===== src/smo_pkg.sv =====
`timescale 1ns / 1ps
// Shared types, constants and helper functions of the sliding-mode rotor observer.
package smo_pkg;

    localparam int DATA_W    = 32;
    localparam int ANGLE_W   = 16;
    localparam int MUL_A_W   = 36;
    localparam int MUL_B_W   = 33;
    localparam int PROD_W    = MUL_A_W + MUL_B_W;
    localparam int CORDIC_W  = 36;

    localparam int SETTLE_SAMPLES   = 500;
    localparam int HOLD_SAMPLES     = 2000;
    localparam int MISMATCH_SAMPLES = 100;
    localparam int CORDIC_STEPS     = 16;

    localparam logic [63:0] EMF_MIN_SQ      = 64'd429496;
    localparam logic [18:0] TWO_PI_Q16      = 19'd411775;
    localparam logic [31:0] INV_TWO_PI_Q32  = 32'd683565276;
    localparam logic [31:0] ACCUM_LIMIT     = 32'd655360000;
    localparam logic [31:0] ERR_LOW         = 32'd32768;
    localparam logic [31:0] ERR_HIGH        = 32'd98304;
    localparam logic [9:0]  SPEED_COEF      = 10'd655;
    localparam logic [16:0] ENC_TOL         = 17'd3129;
    localparam logic [17:0] ONE_Q16         = 18'd65536;

    localparam logic [30:0] RESISTANCE_RST  = 31'd3277;
    localparam logic [30:0] POL_RST         = 31'd218453;
    localparam logic [31:0] PERIOD_RST      = 32'd214748;
    localparam logic [30:0] SLIDE_GAIN_RST  = 31'd655360;
    localparam logic [15:0] EMF_COEF_RST    = 16'd15667;
    localparam logic [30:0] PROP_GAIN_RST   = 31'd13107200;
    localparam logic [30:0] INT_GAIN_RST    = 31'd3276800;

    typedef enum logic [2:0] {
        CFG_RESISTANCE = 3'd0,
        CFG_POL        = 3'd1,
        CFG_PERIOD     = 3'd2,
        CFG_SLIDE_GAIN = 3'd3,
        CFG_EMF_COEF   = 3'd4,
        CFG_PROP_GAIN  = 3'd5,
        CFG_INT_GAIN   = 3'd6,
        CFG_ENABLE     = 3'd7
    } t_cfg_reg;

    typedef enum logic [1:0] {
        CONV_INIT       = 2'd0,
        CONV_CONVERGING = 2'd1,
        CONV_LOCKED     = 2'd2
    } t_conv_state;

    typedef enum logic [4:0] {
        SEQ_IDLE, SEQ_ERR, SEQ_RA, SEQ_RB, SEQ_PA, SEQ_PB, SEQ_EA, SEQ_EB,
        SEQ_SA, SEQ_SB, SEQ_COR, SEQ_DL, SEQ_KP, SEQ_KI, SEQ_T1, SEQ_T2,
        SEQ_T3, SEQ_OM, SEQ_S1, SEQ_S2, SEQ_S3, SEQ_C2, SEQ_C3, SEQ_SP,
        SEQ_OUT
    } t_seq;

    typedef struct packed {
        logic busy;
        logic done;
    } t_cordic_stat;

    function automatic logic signed [DATA_W-1:0] sat32(input logic signed [PROD_W-1:0] x);
        logic signed [PROD_W-1:0] hi;
        logic signed [PROD_W-1:0] lo;
        hi = PROD_W'(signed'(32'sh7FFF_FFFF));
        lo = PROD_W'(signed'(32'sh8000_0000));
        if (x > hi) begin
            return 32'sh7FFF_FFFF;
        end else if (x < lo) begin
            return 32'sh8000_0000;
        end
        return x[DATA_W-1:0];
    endfunction

    function automatic logic [31:0] atan_entry(input logic [4:0] i);
        logic [31:0] v;
        unique case (i)
            5'd0:  v = 32'h2000_0000;
            5'd1:  v = 32'h12E4_051E;
            5'd2:  v = 32'h09FB_385B;
            5'd3:  v = 32'h0511_11D4;
            5'd4:  v = 32'h028B_0D43;
            5'd5:  v = 32'h0145_D7E1;
            5'd6:  v = 32'h00A2_F61E;
            5'd7:  v = 32'h0051_7C55;
            5'd8:  v = 32'h0028_BE53;
            5'd9:  v = 32'h0014_5F2F;
            5'd10: v = 32'h000A_2F98;
            5'd11: v = 32'h0005_17CC;
            5'd12: v = 32'h0002_8BE6;
            5'd13: v = 32'h0001_45F3;
            5'd14: v = 32'h0000_A2FA;
            5'd15: v = 32'h0000_517D;
            5'd16: v = 32'h0000_28BE;
            5'd17: v = 32'h0000_145F;
            5'd18: v = 32'h0000_0A30;
            5'd19: v = 32'h0000_0518;
            5'd20: v = 32'h0000_028C;
            5'd21: v = 32'h0000_0146;
            5'd22: v = 32'h0000_00A3;
            5'd23: v = 32'h0000_0051;
            default: v = 32'h0000_0000;
        endcase
        return v;
    endfunction

endpackage


===== src/smo_mul.sv =====
`timescale 1ns / 1ps
// Shared signed multiplier with registered product.
module smo_mul (
    input  logic                                i_clk,
    input  logic signed [smo_pkg::MUL_A_W-1:0]  i_a,
    input  logic signed [smo_pkg::MUL_B_W-1:0]  i_b,
    output logic signed [smo_pkg::PROD_W-1:0]   o_p
);
    logic signed [smo_pkg::PROD_W-1:0] r_p;

    always_ff @(posedge i_clk) begin
        r_p <= smo_pkg::PROD_W'(i_a) * smo_pkg::PROD_W'(i_b);
    end

    assign o_p = r_p;
endmodule


===== config.mk =====
export PLATFORM = sky130hd
export DESIGN_NAME = smo_mul
export DESIGN_NICKNAME = d
export VERILOG_FILES = /design/src/smo_pkg.sv /design/src/smo_mul.sv
export SDC_FILE = /design/constraint.sdc
export NUM_CORES = 2
export LEC_CHECK = 0
export ABC_AREA = 1
export BUFFER_PORTS_ARGS = -buffer_cell sky130_fd_sc_hd__buf_2
export CORE_ASPECT_RATIO = 1.5
export CORE_MARGIN = 1
export CORE_UTILIZATION = 60
export CTS_CLUSTER_DIAMETER = 100
export CTS_CLUSTER_SIZE = 30
export DETAILED_ROUTE_END_ITERATION = 10
export PLACE_DENSITY = 0.77
export SKIP_CTS_REPAIR_TIMING = 1
export SYNTH_ARGS = -nofsm -noshare
export SYNTH_HDL_FRONTEND = slang
export SYNTH_SLANG_ARGS = --single-unit
export TNS_END_PERCENT = 1

===== constraint.sdc =====
create_clock -name i_clk -period 13.15 [get_ports i_clk]
set_clock_uncertainty 0.2 [all_clocks]
set_input_delay 3.945 -clock i_clk [delete_from_list [all_inputs] [get_ports i_clk]]
set_output_delay 3.945 -clock i_clk [all_outputs]
set_load 0.005 [all_outputs]

==> impl_metrics.yaml <==
worst_setup_path:
  cp-end-kind: "flop"
  critPathArrivalTime_ns: 11.67
  cp_slowest_cell: "fa_1"
  setup.worst_path.start: "i_b[11]"
  crit_top_cell: "fa_1"
  endpoint: "o_p[66]$_DFF_P_"
  slowest_delay_ns: 0.91
  crit_type: "in -> reg"
  worst-path-max-fanout: 36
  path_cells: "buf_2, nand2_1, fa_1, fa_1, fa_1, inv_1, fa_1, fa_1, fa_1, fa_1, inv_1, fa_1, inv_1, ha_1, nand2_2, nor2_1, nand2_1, nor4_1, nand2_1, nand3_1, nand2_1"
  worstPathRequired_ns: 13.19
  crit_path_start_kind: "input port"
final_layout:
  areaGrowthSynthToFinish_pct: 3.02
  largest_register_ffs: 69
  nets: 7408
  fin_util: 0.627
  diodes: 0
  mostFrequentLayoutCells: "inv_1 (2061), nand2_1 (1663), fa_1 (1238), ha_1 (223), buf_2 (138)"
  final_common_cell: "inv_1"
  final_cell_area_um2: 48000
  drive_gt1_frac: 0.0486
drt:
  routed_wl_um: 139000
  drtIter0Drc: 2523
  dr.pass1.iters: 9
  viasPerCell: 5.35
  route.detailed.drc: 1
  wl_per_cell_um: 20.2
  vias: 36900
  antenna_left: 0
grt:
  grt.met3_usage: 0.0617
  grt_util_met1: 0.375
  grt_max_degree: 37
  antenna_found_initial: 1
  first_global_vias: 41300
  use_met2: 0.658
  globalRoute.busiestLayer: "met2"
  grt_usage: 0.377
  grt_pass1_wl_um: 222000
  grt.overflow.total: 0
timing:
  hold_violations: 0
  fin_crit_sh: 0.884
  worst_pin_slew_ns: 1.08
  slew_violations: 0
  max_freq_mhz: 86.0
  rsz0062_at_grt: "false"
  fin_tns_setup_ns: 0
  period_needed_ns: 11.63
  setup_violations: 0
  holdWs_ns: 4.07
  max-slew-margin-rel: 0.279
floorplanning:
  row_count: 124
  core_um2: 76500
  initial_utilization: 0.609
  io_pins: 139
  fp.dieH_um: 343
  die_w_um: 229
  die_area_um2: 78700
flow_run:
  timing.max_cap.violations: 0
status:
  outcome: "finished, violations left"
  violations: "DRC"
cts:
  path_clk_slew_ns: 0.06
  cts_made_buffers: 9
  htree_num_levels: 3
  root_buffer: "clkbuf_16"
  clockBufferDepth: 2
  cts_tree: "yes"
  cts_sinks: 69
synthesis:
  avgSynthCellArea_um2: 7.79
  ys_types: 36
  netlist_area_um2: 46500
  synthCells: 5978
  syn-num-nets: 7509
  ys_ff_latch: 69
  yosysWarnings: 0
  ys_seq_area_frac: 0.0297
place:
  io_buffers: 138
  place_congestion: 1.04
  placed_area_um2: 47700
  hpwl_um: 114000
hold_path:
  holdCritPathClass: "in -> reg"
## per-layer routing
| layer | wire length (um) | share of wire |
|---|---|---|
| met5 | 9 | 0.000065 |
| met4 | 17300 | 0.12 |
| met3 | 10400 | 0.074 |
| met2 | 70000 | 0.50 |
| met1 | 41500 | 0.30 |
## critical path: cells and delay by family
family	cells	cell delay, ns
fa+ha+maj	9	5.17
buf+inv	4	1.35
simple gates	8	1.19
## logic make-up after synthesis
logic type,synth area share
AO/OA/AOI/OAI,0.0112
AND/OR/NAND/NOR,0.169
adder cells (fa/ha/maj),0.592
flip-flops,0.0297
buffers and inverters,0.189
XOR/XNOR,0.00847
## cells in the mapped netlist, drive strengths merged
| cell type | instances | share of area |
|---|---|---|
| nor4 | 2 | 0.00027 |
| and3 | 1 | 0.00013 |
| o21ai | 21 | 0.0023 |
| a21boi | 1 | 0.00016 |
| nor2 | 136 | 0.013 |
| nand2 | 1703 | 0.14 |
| nand3 | 77 | 0.0096 |
| dfxtp | 69 | 0.030 |
| o21a | 1 | 0.00016 |
| clkbuf | 274 | 0.022 |
| buf | 1 | 0.000081 |
| xnor2 | 7 | 0.0013 |
| fa | 1238 | 0.53 |
| nand2b | 1 | 0.00013 |
| inv | 2067 | 0.17 |
| xor2 | 38 | 0.0071 |
| nand4 | 17 | 0.0023 |
| o21bai | 11 | 0.0019 |
| a21oi | 61 | 0.0067 |
| clkinv | 3 | 0.00024 |
| and2 | 2 | 0.00027 |
| ha | 223 | 0.060 |
| nor3 | 14 | 0.0023 |
| or2 | 7 | 0.00094 |
| nand3b | 3 | 0.00048 |
## worst min path at each step
stage | endpoint | slack [ns] | start | cells after the start
after global placement | o_p[45] | 4.12 | o_p[45]$_DFF_P_ | 1
after detailed placement | o_p[39] | 4.12 | o_p[39]$_DFF_P_ | 1
after floorplan | o_p[0] | 4.03 | o_p[0]$_DFF_P_ | 0
after CTS | o_p[0]$_DFF_P_ | 4.05 | i_b[0] | 4
final | o_p[0]$_DFF_P_ | 4.07 | i_b[0] | 4
after global routing | o_p[0]$_DFF_P_ | 4.08 | i_b[0] | 4
## final cells by class
type,count,area [um^2]
repair buffers,163,878
clock inverters,7,73.8
inverters,2070,7770
well taps,1008,1260
fillers,6640,28500
flip-flops and latches,69,1380
clock buffers,9,225
multi-input cells,3564,36400
## through the flow
step	setup WS [ns]	instances
after floorplan	2.19	5978
after global placement	1.24	6874
after detailed placement	1.20	6874
after CTS	1.56	6890
after global routing	1.16	6890
final	1.52	6890
Power is not shown: default switching activity piles up to over one toggle a cycle in this logic, so the estimate is an artifact.
