[config.mk]
export PLATFORM = sky130hd
export DESIGN_NAME = smo_cordic
export DESIGN_NICKNAME = d
export VERILOG_FILES = /design/src/smo_pkg.sv /design/src/smo_cordic.sv
export SDC_FILE = /design/constraint.sdc
export NUM_CORES = 1
export LEC_CHECK = 0
export CELL_PAD_IN_SITES_DETAIL_PLACEMENT = 0
export CELL_PAD_IN_SITES_GLOBAL_PLACEMENT = 1
export CORE_MARGIN = 2
export CORE_UTILIZATION = 35
export CTS_BUF_LIST = sky130_fd_sc_hd__clkbuf_8
export CTS_CLUSTER_DIAMETER = 80
export CTS_CLUSTER_SIZE = 30
export DETAILED_ROUTE_END_ITERATION = 8
export DONT_BUFFER_PORTS = 1
export HOLD_SLACK_MARGIN = 0.12
export PLACE_DENSITY_LB_ADDON = 0.08
export SYNTH_ARGS = -nofsm -noshare
export SYNTH_HDL_FRONTEND = slang
export SYNTH_SLANG_ARGS = --single-unit
export TNS_END_PERCENT = 20
[constraint.sdc]
create_clock -name i_clk -period 6.5 [get_ports i_clk]
set_clock_uncertainty 0.1 [all_clocks]
set_input_delay 0.325 -clock i_clk [delete_from_list [all_inputs] [get_ports i_clk]]
set_output_delay 0.325 -clock i_clk [all_outputs]
set_load 0.05 [all_outputs]
[src/smo_pkg.sv]
`timescale 1ns / 1ps
// Shared types, constants and helper functions of the sliding-mode rotor observer.
package smo_pkg;

    localparam int DATA_W    = 32;
    localparam int ANGLE_W   = 16;
    localparam int MUL_A_W   = 36;
    localparam int MUL_B_W   = 33;
    localparam int PROD_W    = MUL_A_W + MUL_B_W;
    localparam int CORDIC_W  = 36;

    localparam int SETTLE_SAMPLES   = 500;
    localparam int HOLD_SAMPLES     = 2000;
    localparam int MISMATCH_SAMPLES = 100;
    localparam int CORDIC_STEPS     = 16;

    localparam logic [63:0] EMF_MIN_SQ      = 64'd429496;
    localparam logic [18:0] TWO_PI_Q16      = 19'd411775;
    localparam logic [31:0] INV_TWO_PI_Q32  = 32'd683565276;
    localparam logic [31:0] ACCUM_LIMIT     = 32'd655360000;
    localparam logic [31:0] ERR_LOW         = 32'd32768;
    localparam logic [31:0] ERR_HIGH        = 32'd98304;
    localparam logic [9:0]  SPEED_COEF      = 10'd655;
    localparam logic [16:0] ENC_TOL         = 17'd3129;
    localparam logic [17:0] ONE_Q16         = 18'd65536;

    localparam logic [30:0] RESISTANCE_RST  = 31'd3277;
    localparam logic [30:0] POL_RST         = 31'd218453;
    localparam logic [31:0] PERIOD_RST      = 32'd214748;
    localparam logic [30:0] SLIDE_GAIN_RST  = 31'd655360;
    localparam logic [15:0] EMF_COEF_RST    = 16'd15667;
    localparam logic [30:0] PROP_GAIN_RST   = 31'd13107200;
    localparam logic [30:0] INT_GAIN_RST    = 31'd3276800;

    typedef enum logic [2:0] {
        CFG_RESISTANCE = 3'd0,
        CFG_POL        = 3'd1,
        CFG_PERIOD     = 3'd2,
        CFG_SLIDE_GAIN = 3'd3,
        CFG_EMF_COEF   = 3'd4,
        CFG_PROP_GAIN  = 3'd5,
        CFG_INT_GAIN   = 3'd6,
        CFG_ENABLE     = 3'd7
    } t_cfg_reg;

    typedef enum logic [1:0] {
        CONV_INIT       = 2'd0,
        CONV_CONVERGING = 2'd1,
        CONV_LOCKED     = 2'd2
    } t_conv_state;

    typedef enum logic [4:0] {
        SEQ_IDLE, SEQ_ERR, SEQ_RA, SEQ_RB, SEQ_PA, SEQ_PB, SEQ_EA, SEQ_EB,
        SEQ_SA, SEQ_SB, SEQ_COR, SEQ_DL, SEQ_KP, SEQ_KI, SEQ_T1, SEQ_T2,
        SEQ_T3, SEQ_OM, SEQ_S1, SEQ_S2, SEQ_S3, SEQ_C2, SEQ_C3, SEQ_SP,
        SEQ_OUT
    } t_seq;

    typedef struct packed {
        logic busy;
        logic done;
    } t_cordic_stat;

    function automatic logic signed [DATA_W-1:0] sat32(input logic signed [PROD_W-1:0] x);
        logic signed [PROD_W-1:0] hi;
        logic signed [PROD_W-1:0] lo;
        hi = PROD_W'(signed'(32'sh7FFF_FFFF));
        lo = PROD_W'(signed'(32'sh8000_0000));
        if (x > hi) begin
            return 32'sh7FFF_FFFF;
        end else if (x < lo) begin
            return 32'sh8000_0000;
        end
        return x[DATA_W-1:0];
    endfunction

    function automatic logic [31:0] atan_entry(input logic [4:0] i);
        logic [31:0] v;
        unique case (i)
            5'd0:  v = 32'h2000_0000;
            5'd1:  v = 32'h12E4_051E;
            5'd2:  v = 32'h09FB_385B;
            5'd3:  v = 32'h0511_11D4;
            5'd4:  v = 32'h028B_0D43;
            5'd5:  v = 32'h0145_D7E1;
            5'd6:  v = 32'h00A2_F61E;
            5'd7:  v = 32'h0051_7C55;
            5'd8:  v = 32'h0028_BE53;
            5'd9:  v = 32'h0014_5F2F;
            5'd10: v = 32'h000A_2F98;
            5'd11: v = 32'h0005_17CC;
            5'd12: v = 32'h0002_8BE6;
            5'd13: v = 32'h0001_45F3;
            5'd14: v = 32'h0000_A2FA;
            5'd15: v = 32'h0000_517D;
            5'd16: v = 32'h0000_28BE;
            5'd17: v = 32'h0000_145F;
            5'd18: v = 32'h0000_0A30;
            5'd19: v = 32'h0000_0518;
            5'd20: v = 32'h0000_028C;
            5'd21: v = 32'h0000_0146;
            5'd22: v = 32'h0000_00A3;
            5'd23: v = 32'h0000_0051;
            default: v = 32'h0000_0000;
        endcase
        return v;
    endfunction

endpackage

[src/smo_cordic.sv]
`timescale 1ns / 1ps
// Iterative vectoring CORDIC giving atan2(-emf_alpha, emf_beta) in 16-bit turns.
module smo_cordic (
    input  logic                               i_clk,
    input  logic                               i_rst_n,
    input  logic                               i_start,
    input  logic signed [smo_pkg::DATA_W-1:0]  i_emf_alpha,
    input  logic signed [smo_pkg::DATA_W-1:0]  i_emf_beta,
    output smo_pkg::t_cordic_stat              o_stat,
    output logic        [smo_pkg::ANGLE_W-1:0] o_angle
);
    logic signed [smo_pkg::CORDIC_W-1:0] r_x;
    logic signed [smo_pkg::CORDIC_W-1:0] r_y;
    logic        [31:0]                  r_ang;
    logic        [4:0]                   r_step;
    logic                                r_busy;
    logic                                r_done;

    logic signed [smo_pkg::CORDIC_W-1:0] w_x0;
    logic signed [smo_pkg::CORDIC_W-1:0] w_y0;
    logic signed [smo_pkg::CORDIC_W-1:0] w_xs;
    logic signed [smo_pkg::CORDIC_W-1:0] w_ys;
    logic        [31:0]                  w_tab;
    logic        [31:0]                  w_round;

    assign w_x0    = smo_pkg::CORDIC_W'(i_emf_beta);
    assign w_y0    = -smo_pkg::CORDIC_W'(i_emf_alpha);
    assign w_xs    = r_x >>> r_step;
    assign w_ys    = r_y >>> r_step;
    assign w_tab   = smo_pkg::atan_entry(r_step);
    assign w_round = r_ang + 32'h0000_8000;

    always_ff @(posedge i_clk) begin
        if (!i_rst_n) begin
            r_busy <= 1'b0;
            r_done <= 1'b0;
            r_step <= '0;
        end else begin
            r_done <= 1'b0;
            if (i_start) begin
                r_busy <= 1'b1;
                r_step <= '0;
            end else if (r_busy) begin
                r_step <= r_step + 5'd1;
                if (r_step == 5'(smo_pkg::CORDIC_STEPS - 1)) begin
                    r_busy <= 1'b0;
                    r_done <= 1'b1;
                end
            end
        end
    end

    // fold the left half plane over before rotating
    always_ff @(posedge i_clk) begin
        if (i_start) begin
            if (w_x0 < 0) begin
                r_x   <= -w_x0;
                r_y   <= -w_y0;
                r_ang <= 32'h8000_0000;
            end else begin
                r_x   <= w_x0;
                r_y   <= w_y0;
                r_ang <= 32'h0000_0000;
            end
        end else if (r_busy) begin
            if (r_y > 0) begin
                r_x   <= r_x + w_ys;
                r_y   <= r_y - w_xs;
                r_ang <= r_ang + w_tab;
            end else begin
                r_x   <= r_x - w_ys;
                r_y   <= r_y + w_xs;
                r_ang <= r_ang - w_tab;
            end
        end
    end

    assign o_stat.busy = r_busy;
    assign o_stat.done = r_done;
    assign o_angle     = w_round[31:16];
endmodule
==> results_dict.tcl, run 1 <==
set metrics [dict create \
    die-height_um 241 \
    synth_edf_count 104 \
    reg2reg_slack_ps 310 \
    drive_gt1_share_pct 14.4 \
    worst_slack_ps 310 \
    fin_crit_ps 6190 \
    use_met2_pct 38.4 \
    dr.pass1.iters 6 \
    yosysWarnings 0 \
    dr_total_vias 18700 \
    synth_nets 2571 \
    synthArstFlopShare_pct 0 \
    routed_wl_um 70400 \
    die-area_um2 58200 \
    maxCapViolations 0 \
    io_buffers 0 \
    startpoint_type "register" \
    final_area_um2 22400 \
    placed_area_um2 21000 \
    overflow 0 \
    start_util_pct 35.5 \
    layout_common_cells "nand2_1, nor2_1, a21oi_1" \
    syn_area_per_cell_um2 8.26 \
    cts_buffer_depth 2 \
    path_max_fanout 13 \
    clock.fmax_mhz 162 \
    worstPathArrival_ps 6400 \
    synth.yosys.seq_area_share_pct 19.6 \
    cts_buffers 17 \
    synth_top_area_share_pct 15.9 \
    met3_usage_pct 3.48 \
    hold_violations 0 \
    synth.area.top_cells "edfxtp_1, mux4_2, ha_1, xnor2_1, xor2_1" \
    multiInputGateArea_um2 15000 \
    final_cells 3250 \
    nets 2675 \
    leakagePower_nw 8.53 \
    busiest_layer "met2" \
    area_growth_pct 13.7 \
    status "completed" \
    synth_ff_type "edfxtp_1" \
    antenna_found_initial 1 \
    place_ws_ps 31.6 \
    powerDensity_nw_per_um2 620 \
    grtUsageMet1_pct 33.8 \
    ys_types 93 \
    ys_ff_latch 141 \
    clk_latency_ps 580 \
    yosys.area.top_type "edfxtp_1" \
    fp.dieW_um 241 \
    grt_pass1_vias 18200 \
    grt_pass1_wl_um 108000 \
    hp-class "primary input to register" \
    drt_iter0_drc 1255 \
    slew_violations 0 \
    finalCritPeriodShare_pct 95.2 \
    totalPowerFinal_mw 13.9 \
    layout_commonest_cell "nand2_1" \
    cts.reportedPaths.clkPinSlew_ps 110 \
    drtAntennaViolNets 0 \
    cts_root_buffer "clkbuf_8" \
    numPlacedInstances 3129 \
    grt_usage_pct 24.3 \
    via_per_inst 5.76 \
    final_util_pct 40.4 \
    worst_setup_path_end_kind "register" \
    core_um2 55400 \
    numClockSinks 141 \
    tightest_slew_ps 1100 \
    syn_inst 2384 \
    dp_hpwl_um 53400 \
    regArea_um2 3880 \
    io_pins 85 \
    vdd_ir_drop_max_mv 0.198 \
    slew_headroom_pct 25.9 \
    worstSetupPathType "register to register" \
    gp_congestion 0.909 \
    core.rowCount 86 \
    cts_tree "done" \
    setup_violations 0 \
    drc 0 \
    htree_levels 4 \
    wl_per_cell_um 21.7 \
    fillCellCount 5686 \
    crit_required_ps 6710 \
    mappedNetlistArea_um2 19700 \
    grt_max_degree 122 \
]
[worst max-delay path, cell delays in order (launching register included)]
cell,delay (ps)
dfxtp_4,510
buf_4,160
buf_4,120
mux4_2,540
mux2_2,300
mux2i_1,310
o221ai_1,320
nor3b_2,370
nand2_1,160
nand4b_1,380
o31ai_1,340
xnor2_1,160
ha_1,270
a21o_1,190
nor2_1,90
o21ai_0,110
a21oi_1,220
o21a_1,150
a311oi_1,50
a211oi_1,360
a21oi_1,150
o41a_1,350
xnor2_1,150
nor2_1,50
[flip-flops by register name (all words and copies together) (netlist names)]
register and flops:
r_ang 32, r_busy 1, r_done 1, r_step 5, r_x 36, r_y 36, w_tab 30
[area by class of cell]
type,instances,area share (%)
diodes,1,0.0112
clock buffers,17,1.05
clock inverters,15,0.861
inverters,60,1.02
multi-input cells,2056,67.2
flip-flops and latches,141,17.3
well taps,748,4.18
repair buffers,212,8.38
[cells in the mapped netlist, types with 20 or more instances]
master    number
and3_1        23
buf_2         20
nand2b_1      33
inv_1         55
nor4_1        26
a21o_1        48
nor3_1        50
dfxtp_1       37
nand3_1       50
clkbuf_1      66
a211oi_1      25
or3_1         27
xor2_1       117
ha_1         117
o21a_1        20
nor2_1       212
mux4_2        75
o22ai_1       22
o21ai_0      186
edfxtp_1     104
mux2i_1       67
nand2_1      242
a21oi_1      201
o31ai_1       33
xnor2_1      161
mux2_2        51
[power by group]
group | total (mW) | switching [mW] | internal [mW]
clock | 0.818 | 0.487 | 0.331
combinational | 10.8 | 5.97 | 4.81
sequential | 2.29 | 0.716 | 1.57
[through the flow]
stage	hold slack, ps	TNS, ps
4_1_cts	126	0
2_1_floorplan	377	0
5_1_grt	161	-25.4
3_3_place_gp	381	0
6_report	151	0
3_5_place_dp	385	0
[routing by layer]
layer	share of wire [%]	wire length [µm]
met1	48	33600
met2	45	31500
met3	4.7	3280
met4	2.8	1990
met5	0	0
[kinds of logic after synthesis]
group | Yosys count | synth area share, %
flip-flops | 141 | 19.6
XOR/XNOR | 280 | 12.6
buffers and inverters | 187 | 4.43
AO/OA/AOI/OAI | 686 | 21.6
adder cells (fa/ha/maj) | 121 | 7.79
multiplexers | 194 | 15.0
AND/OR/NAND/NOR | 775 | 19.0
[worst paths after layout]
kind / startpoint / end / cells past startpoint
setup / recovery: r_step[1]$_SDFFE_PP0P_ / r_x[34]$_DFFE_PP_ / 23
hold / removal: i_start / r_ang[19]$_SDFFCE_PP0P_ / 2
setup reg to reg: r_step[1]$_SDFFE_PP0P_ / r_x[34]$_DFFE_PP_ / 23
hold reg to reg: w_tab[0]$_DFF_P_ / r_ang[0]$_SDFFCE_PP0P_ / 2
[repair_timing]
action                                  4_1_cts  5_1_grt
endpoints found under the hold margin       106        0
cloned                                        0        0
gates resized for setup                       0       18
endpoints found under the setup margin        1       17
setup buffers                                 1       13
hold buffers                                 74        0
(Power assumes the default switching activity.)
==> inputs of run 2 (changes only) <==
==> constraint.sdc (replaced) <==
create_clock -name i_clk -period 6.5 [get_ports i_clk]
set_clock_uncertainty 0.1 [all_clocks]
set_input_delay 0.975 -clock i_clk [delete_from_list [all_inputs] [get_ports i_clk]]
set_output_delay 0.975 -clock i_clk [all_outputs]
set_load 0.05 [all_outputs]
==> run 2 against run 1 <==
Sequential cell count unchanged. First-iteration DRC count grew 5.1%. Final cell count shrank 2.3%. Maximum frequency increased by 0.63%. Setup slack gained 39 ps. Power shrank 0.54%. Sequential share of layout area up 0.62 points. Via count fell by 2.0%. Largest cell class unchanged.
==> results_dict.tcl, run 2 (synthesized netlist as in run 1, its figures left out) <==
set metrics [dict create \
    slew_headroom_pct 25.9 \
    numClockSinks 141 \
    antenna_found_initial 1 \
    io_pins 85 \
    gp_congestion 0.909 \
    vdd_ir_drop_max_mv 0.196 \
    io_buffers 0 \
    core.rowCount 86 \
    cts_hold_buffers 0 \
    fp.dieW_um 241 \
    cts_buffers 17 \
    worst_setup_path_end_kind "register" \
    dp_hpwl_um 53400 \
    hold_violations 0 \
    start_util_pct 35.5 \
    clk_latency_ps 580 \
    fin_crit_ps 6150 \
    hp-class "primary input to register" \
    crit_required_ps 6740 \
    drc 0 \
    wl_per_cell_um 21.7 \
    area_growth_pct 9.71 \
    die-height_um 241 \
    drive_gt1_share_pct 14.8 \
    cts.reportedPaths.clkPinSlew_ps 110 \
    routed_wl_um 69000 \
    startpoint_type "register" \
    tightest_slew_ps 1100 \
    drtAntennaViolNets 0 \
    slew_violations 0 \
    nets 2601 \
    cts_buffer_depth 2 \
    layout_common_cells "nand2_1, nor2_1, a21oi_1" \
    drt_iter0_drc 1319 \
    cts_tree "done" \
    overflow 0 \
    grt_pass1_wl_um 106000 \
    grt_usage_pct 23.9 \
    status "completed" \
    layout_commonest_cell "nand2_1" \
    grt_pass1_vias 17900 \
    grt_max_degree 123 \
    path_max_fanout 17 \
    dr_total_vias 18400 \
    leakagePower_nw 8.20 \
    final_util_pct 39.0 \
    via_per_inst 5.78 \
    clock.fmax_mhz 163 \
    die-area_um2 58200 \
    totalPowerFinal_mw 13.8 \
    setup_violations 0 \
    finalCritPeriodShare_pct 94.6 \
    core_um2 55400 \
    powerDensity_nw_per_um2 639 \
    maxCapViolations 0 \
    dr.pass1.iters 5 \
    worstSetupPathType "register to register" \
    htree_levels 4 \
    reg_top3 "r_x x36, r_y x36, r_ang x32" \
    worstPathArrival_ps 6390 \
    cts_root_buffer "clkbuf_8" \
]
run 2: cell types whose count changed in the layout (fill, tap and decap cells not counted), sizes merged:
cell	before	now
dlygate4sd3	72	0
buf	140	138
run 2: stage by stage:
stage	setup slack (ps)	TNS [ps]	instance area, µm²	std cells	hold slack, ps
detailed placement	31.6	0	21000	3129	575
global route	-25.7	-25.7	21600	3176	420
finish	349	0	21600	3176	437
floorplan	469	0	19700	2384	500
global placement	148	0	21000	3129	567
CTS	104	0	21400	3162	385
run 2: final timing paths:
path / slack [ps] / depth (start not counted) / startpoint / endpoint
max reg2reg: 350 / 23 / r_step[1]$_SDFFE_PP0P_ / r_x[34]$_DFFE_PP_
min reg2reg: 600 / 2 / w_tab[0]$_DFF_P_ / r_ang[0]$_SDFFCE_PP0P_
min: 440 / 1 / i_rst_n / r_busy$_SDFF_PN0_
max: 350 / 23 / r_step[1]$_SDFFE_PP0P_ / r_x[34]$_DFFE_PP_
run 2: critical path, cell delays in order (launching register included):
cell and delay (ps):
dfxtp_4 510, buf_16 210, mux4_2 550, mux2_2 310, mux4_2 490, inv_1 90
ha_1 160, nor3b_2 290, nand2_1 160, nand4b_1 380, o31ai_1 340, xnor2_1 160
ha_1 270, a21o_1 190, nor2_1 90, o21ai_0 110, a21oi_1 220, o21a_1 150
a311oi_1 50, a211oi_1 360, a21oi_1 150, o41a_1 350, xnor2_1 150, nor2_1 50
run 2: repair_timing:
item                       CTS  global route
buffers inserted             1            13
resized for setup            0            18
setup endpoints to repair    1            17
pin swaps                    0             0
run 2: per-layer routing:
layer  GRT usage (%)  vias up  share of wire, %
li1                -     8946                 -
met1            33.2     8781                48
met2            37.4      533                44
met3            3.57       90               4.8
met4            8.68        0               3.0
met5               0        -                 0
run 2: area by class of cell:
cell class / instances / area (µm²)
diodes: 1 / 2.50
clock buffers: 17 / 234
clock inverters: 15 / 193
fillers: 5724 / 33800
inverters: 60 / 229
multi-input cells: 2056 / 15000
flip-flops and latches: 141 / 3880
well taps: 748 / 936
repair buffers: 138 / 1100
run 2: where the power goes:
group          switching (mW)  internal (mW)
combinational            5.92           4.78
sequential              0.719           1.57
clock                   0.488          0.331
==> inputs of run 3 (changes only) <==
--- a/config.mk
+++ b/config.mk
@@ -15,7 +15,8 @@
 export DETAILED_ROUTE_END_ITERATION = 8
 export DONT_BUFFER_PORTS = 1
 export HOLD_SLACK_MARGIN = 0.12
-export PLACE_DENSITY_LB_ADDON = 0.08
+export PLACE_DENSITY = 0.74
+export RECOVER_POWER = 100
 export SYNTH_ARGS = -nofsm -noshare
 export SYNTH_HDL_FRONTEND = slang
 export SYNTH_SLANG_ARGS = --single-unit
==> run 3 against run 2 <==
The flow now finishes with violations (capacitance limit, slew limit). Cell area shrank 1.4%. Sequential cell count is the same. Final cell count shrank 0.94%. Power shrank 2.7%. Worst hold slack gained 28 ps. Highest routed layer unchanged.
==> results_dict.tcl, run 3 (synthesized netlist as in run 1, its figures left out) <==
set metrics [dict create \
    core.rowCount 86 \
    cts_hold_buffers 0 \
    drive_gt1_share_pct 13.2 \
    cts_buffer_depth 2 \
    overflow 0 \
    holdWs_ps 465 \
    numClockSinks 141 \
    fp.dieW_um 241 \
    cts_tree "done" \
    totalPowerFinal_mw 13.4 \
    cts.reportedPaths.clkPinSlew_ps 90 \
    antenna_cells 0 \
    p_seq_share_pct 16.9 \
    p_comb_share_pct 77.2 \
    gp_congestion 0.953 \
    final_util_pct 38.5 \
    grt_usage_pct 21.7 \
    status "finished with violations" \
    tightest_slew_ps 3770 \
    powerDensity_nw_per_um2 630 \
    clkPwrFrac_pct 6.0 \
    setup_violations 0 \
    cts_buffers 17 \
    start_util_pct 35.5 \
    die-height_um 241 \
    reg_top3 "r_x x36, r_y x36, r_ang x32" \
    die-area_um2 58200 \
    fin_crit_ps 6100 \
    grt_max_degree 123 \
    antenna_found_initial 0 \
    startpoint_type "register" \
    drc 0 \
    placed_area_um2 20700 \
    routed_wl_um 63200 \
    worstPathArrival_ps 6410 \
    dr.pass1.iters 5 \
    drtAntennaViolNets 0 \
    grt_pass1_wl_um 99000 \
    violations "capacitance limit, slew limit" \
    swShare_pct 51.4 \
    p_sw_mw 6.91 \
    dr_total_vias 18500 \
    worstSetupPathType "register to register" \
    htree_levels 4 \
    finalCritPeriodShare_pct 93.9 \
    clock.fmax_mhz 164 \
    via_per_inst 5.88 \
    dp_hpwl_um 48200 \
    maxCapViolations 1 \
    layout_common_cells "nand2_1, nor2_1, a21oi_1" \
    vdd_ir_drop_max_mv 0.212 \
    cts_root_buffer "clkbuf_8" \
    wl_per_cell_um 20.1 \
    clk_latency_ps 560 \
    core_um2 55400 \
    io_pins 85 \
    layout_commonest_cell "nand2_1" \
    fillCellCount 5664 \
    nets 2572 \
    area_growth_pct 8.21 \
    path_max_fanout 15 \
    final_area_um2 21300 \
    grt_pass1_vias 17700 \
    hp-class "primary input to register" \
    slew_headroom_pct -151 \
    crit_required_ps 6810 \
    io_buffers 0 \
    worst_setup_path_end_kind "register" \
    hold_violations 0 \
    p_int_mw 6.52 \
    leakagePower_nw 8.06 \
    drt_iter0_drc 1823 \
    slew_violations 51 \
]
## run 3: power groups by stage
| stage | combinational [mW] | clock, mW | sequential (mW) |
|---|---|---|---|
| after CTS | 10.2 | 0.831 | 2.22 |
| after floorplan | 7.91 | 0 | 1.87 |
| after global placement | 10.0 | 0 | 2.22 |
| after detailed placement | 10.2 | 0 | 2.23 |
| after global routing | 11.5 | 0.854 | 2.29 |
| final | 10.4 | 0.801 | 2.27 |
## run 3: path summary, 6_finish.rpt
check / startpoint / endpoint / slack [ps] / cells after the start
worst max-delay path: r_step[1]$_SDFFE_PP0P_ / r_y[35]$_DFFE_PP_ / 400 / 25
worst min register to register: w_tab[0]$_DFF_P_ / r_ang[0]$_SDFFCE_PP0P_ / 570 / 2
worst max register to register: r_step[1]$_SDFFE_PP0P_ / r_y[35]$_DFFE_PP_ / 400 / 25
worst min-delay path: i_rst_n / r_step[1]$_SDFFE_PP0P_ / 470 / 2
## run 3: what timing repair did
| action | 4_1_cts | 5_1_grt |
|---|---|---|
| setup endpoints to repair | 0 | 21 |
| gates resized for setup | 0 | 9 |
| buffers inserted | 0 | 12 |
## run 3: metal layers
metal	track usage, %	vias up	routed length (µm)
li1	-	8880	-
met5	0	-	0
met3	2.92	100	4050
met2	34.5	684	28500
met4	7.22	0	1750
met1	30.3	8830	28900
## run 3: metrics by stage
stage | setup WS [ps] | setup TNS, ps | instances
6_report | 396 | 0 | 3146
5_1_grt | -6.88 | -7.81 | 3146
4_1_cts | 68.0 | 0 | 3134
3_5_place_dp | 112 | 0 | 3102
3_3_place_gp | 221 | 0 | 3102
2_1_floorplan | 469 | 0 | 2384
## run 3: layout make-up
class / instances / area (µm²) / area share (%)
multi-input combinational: 2056 / 15000 / 70.3
sequential: 141 / 3880 / 18.2
clock buffer: 17 / 234 / 1.10
tap: 748 / 936 / 4.39
timing repair buffer: 109 / 875 / 4.10
inverter: 60 / 225 / 1.06
clock inverter: 15 / 176 / 0.828
## run 3: critical path, cell delays in order (launching register included)
cell      delay (ps)
dfxtp_4          510
buf_4            190
mux4_2           550
mux2i_1          240
o21ai_0          290
a211o_1          470
nor4_2           320
buf_4            170
nand3_1          150
and4b_1          400
a31oi_1          120
xor2_1           170
nor2_1           120
a21oi_1           50
ha_1             370
nor2_1            60
nor2_1            80
nor2_1            60
nor2_1            90
a21oi_1           90
a31o_2           270
o31ai_1          310
a21boi_0         190
o21ai_0          210
xor3_1           240
mux2i_1          130
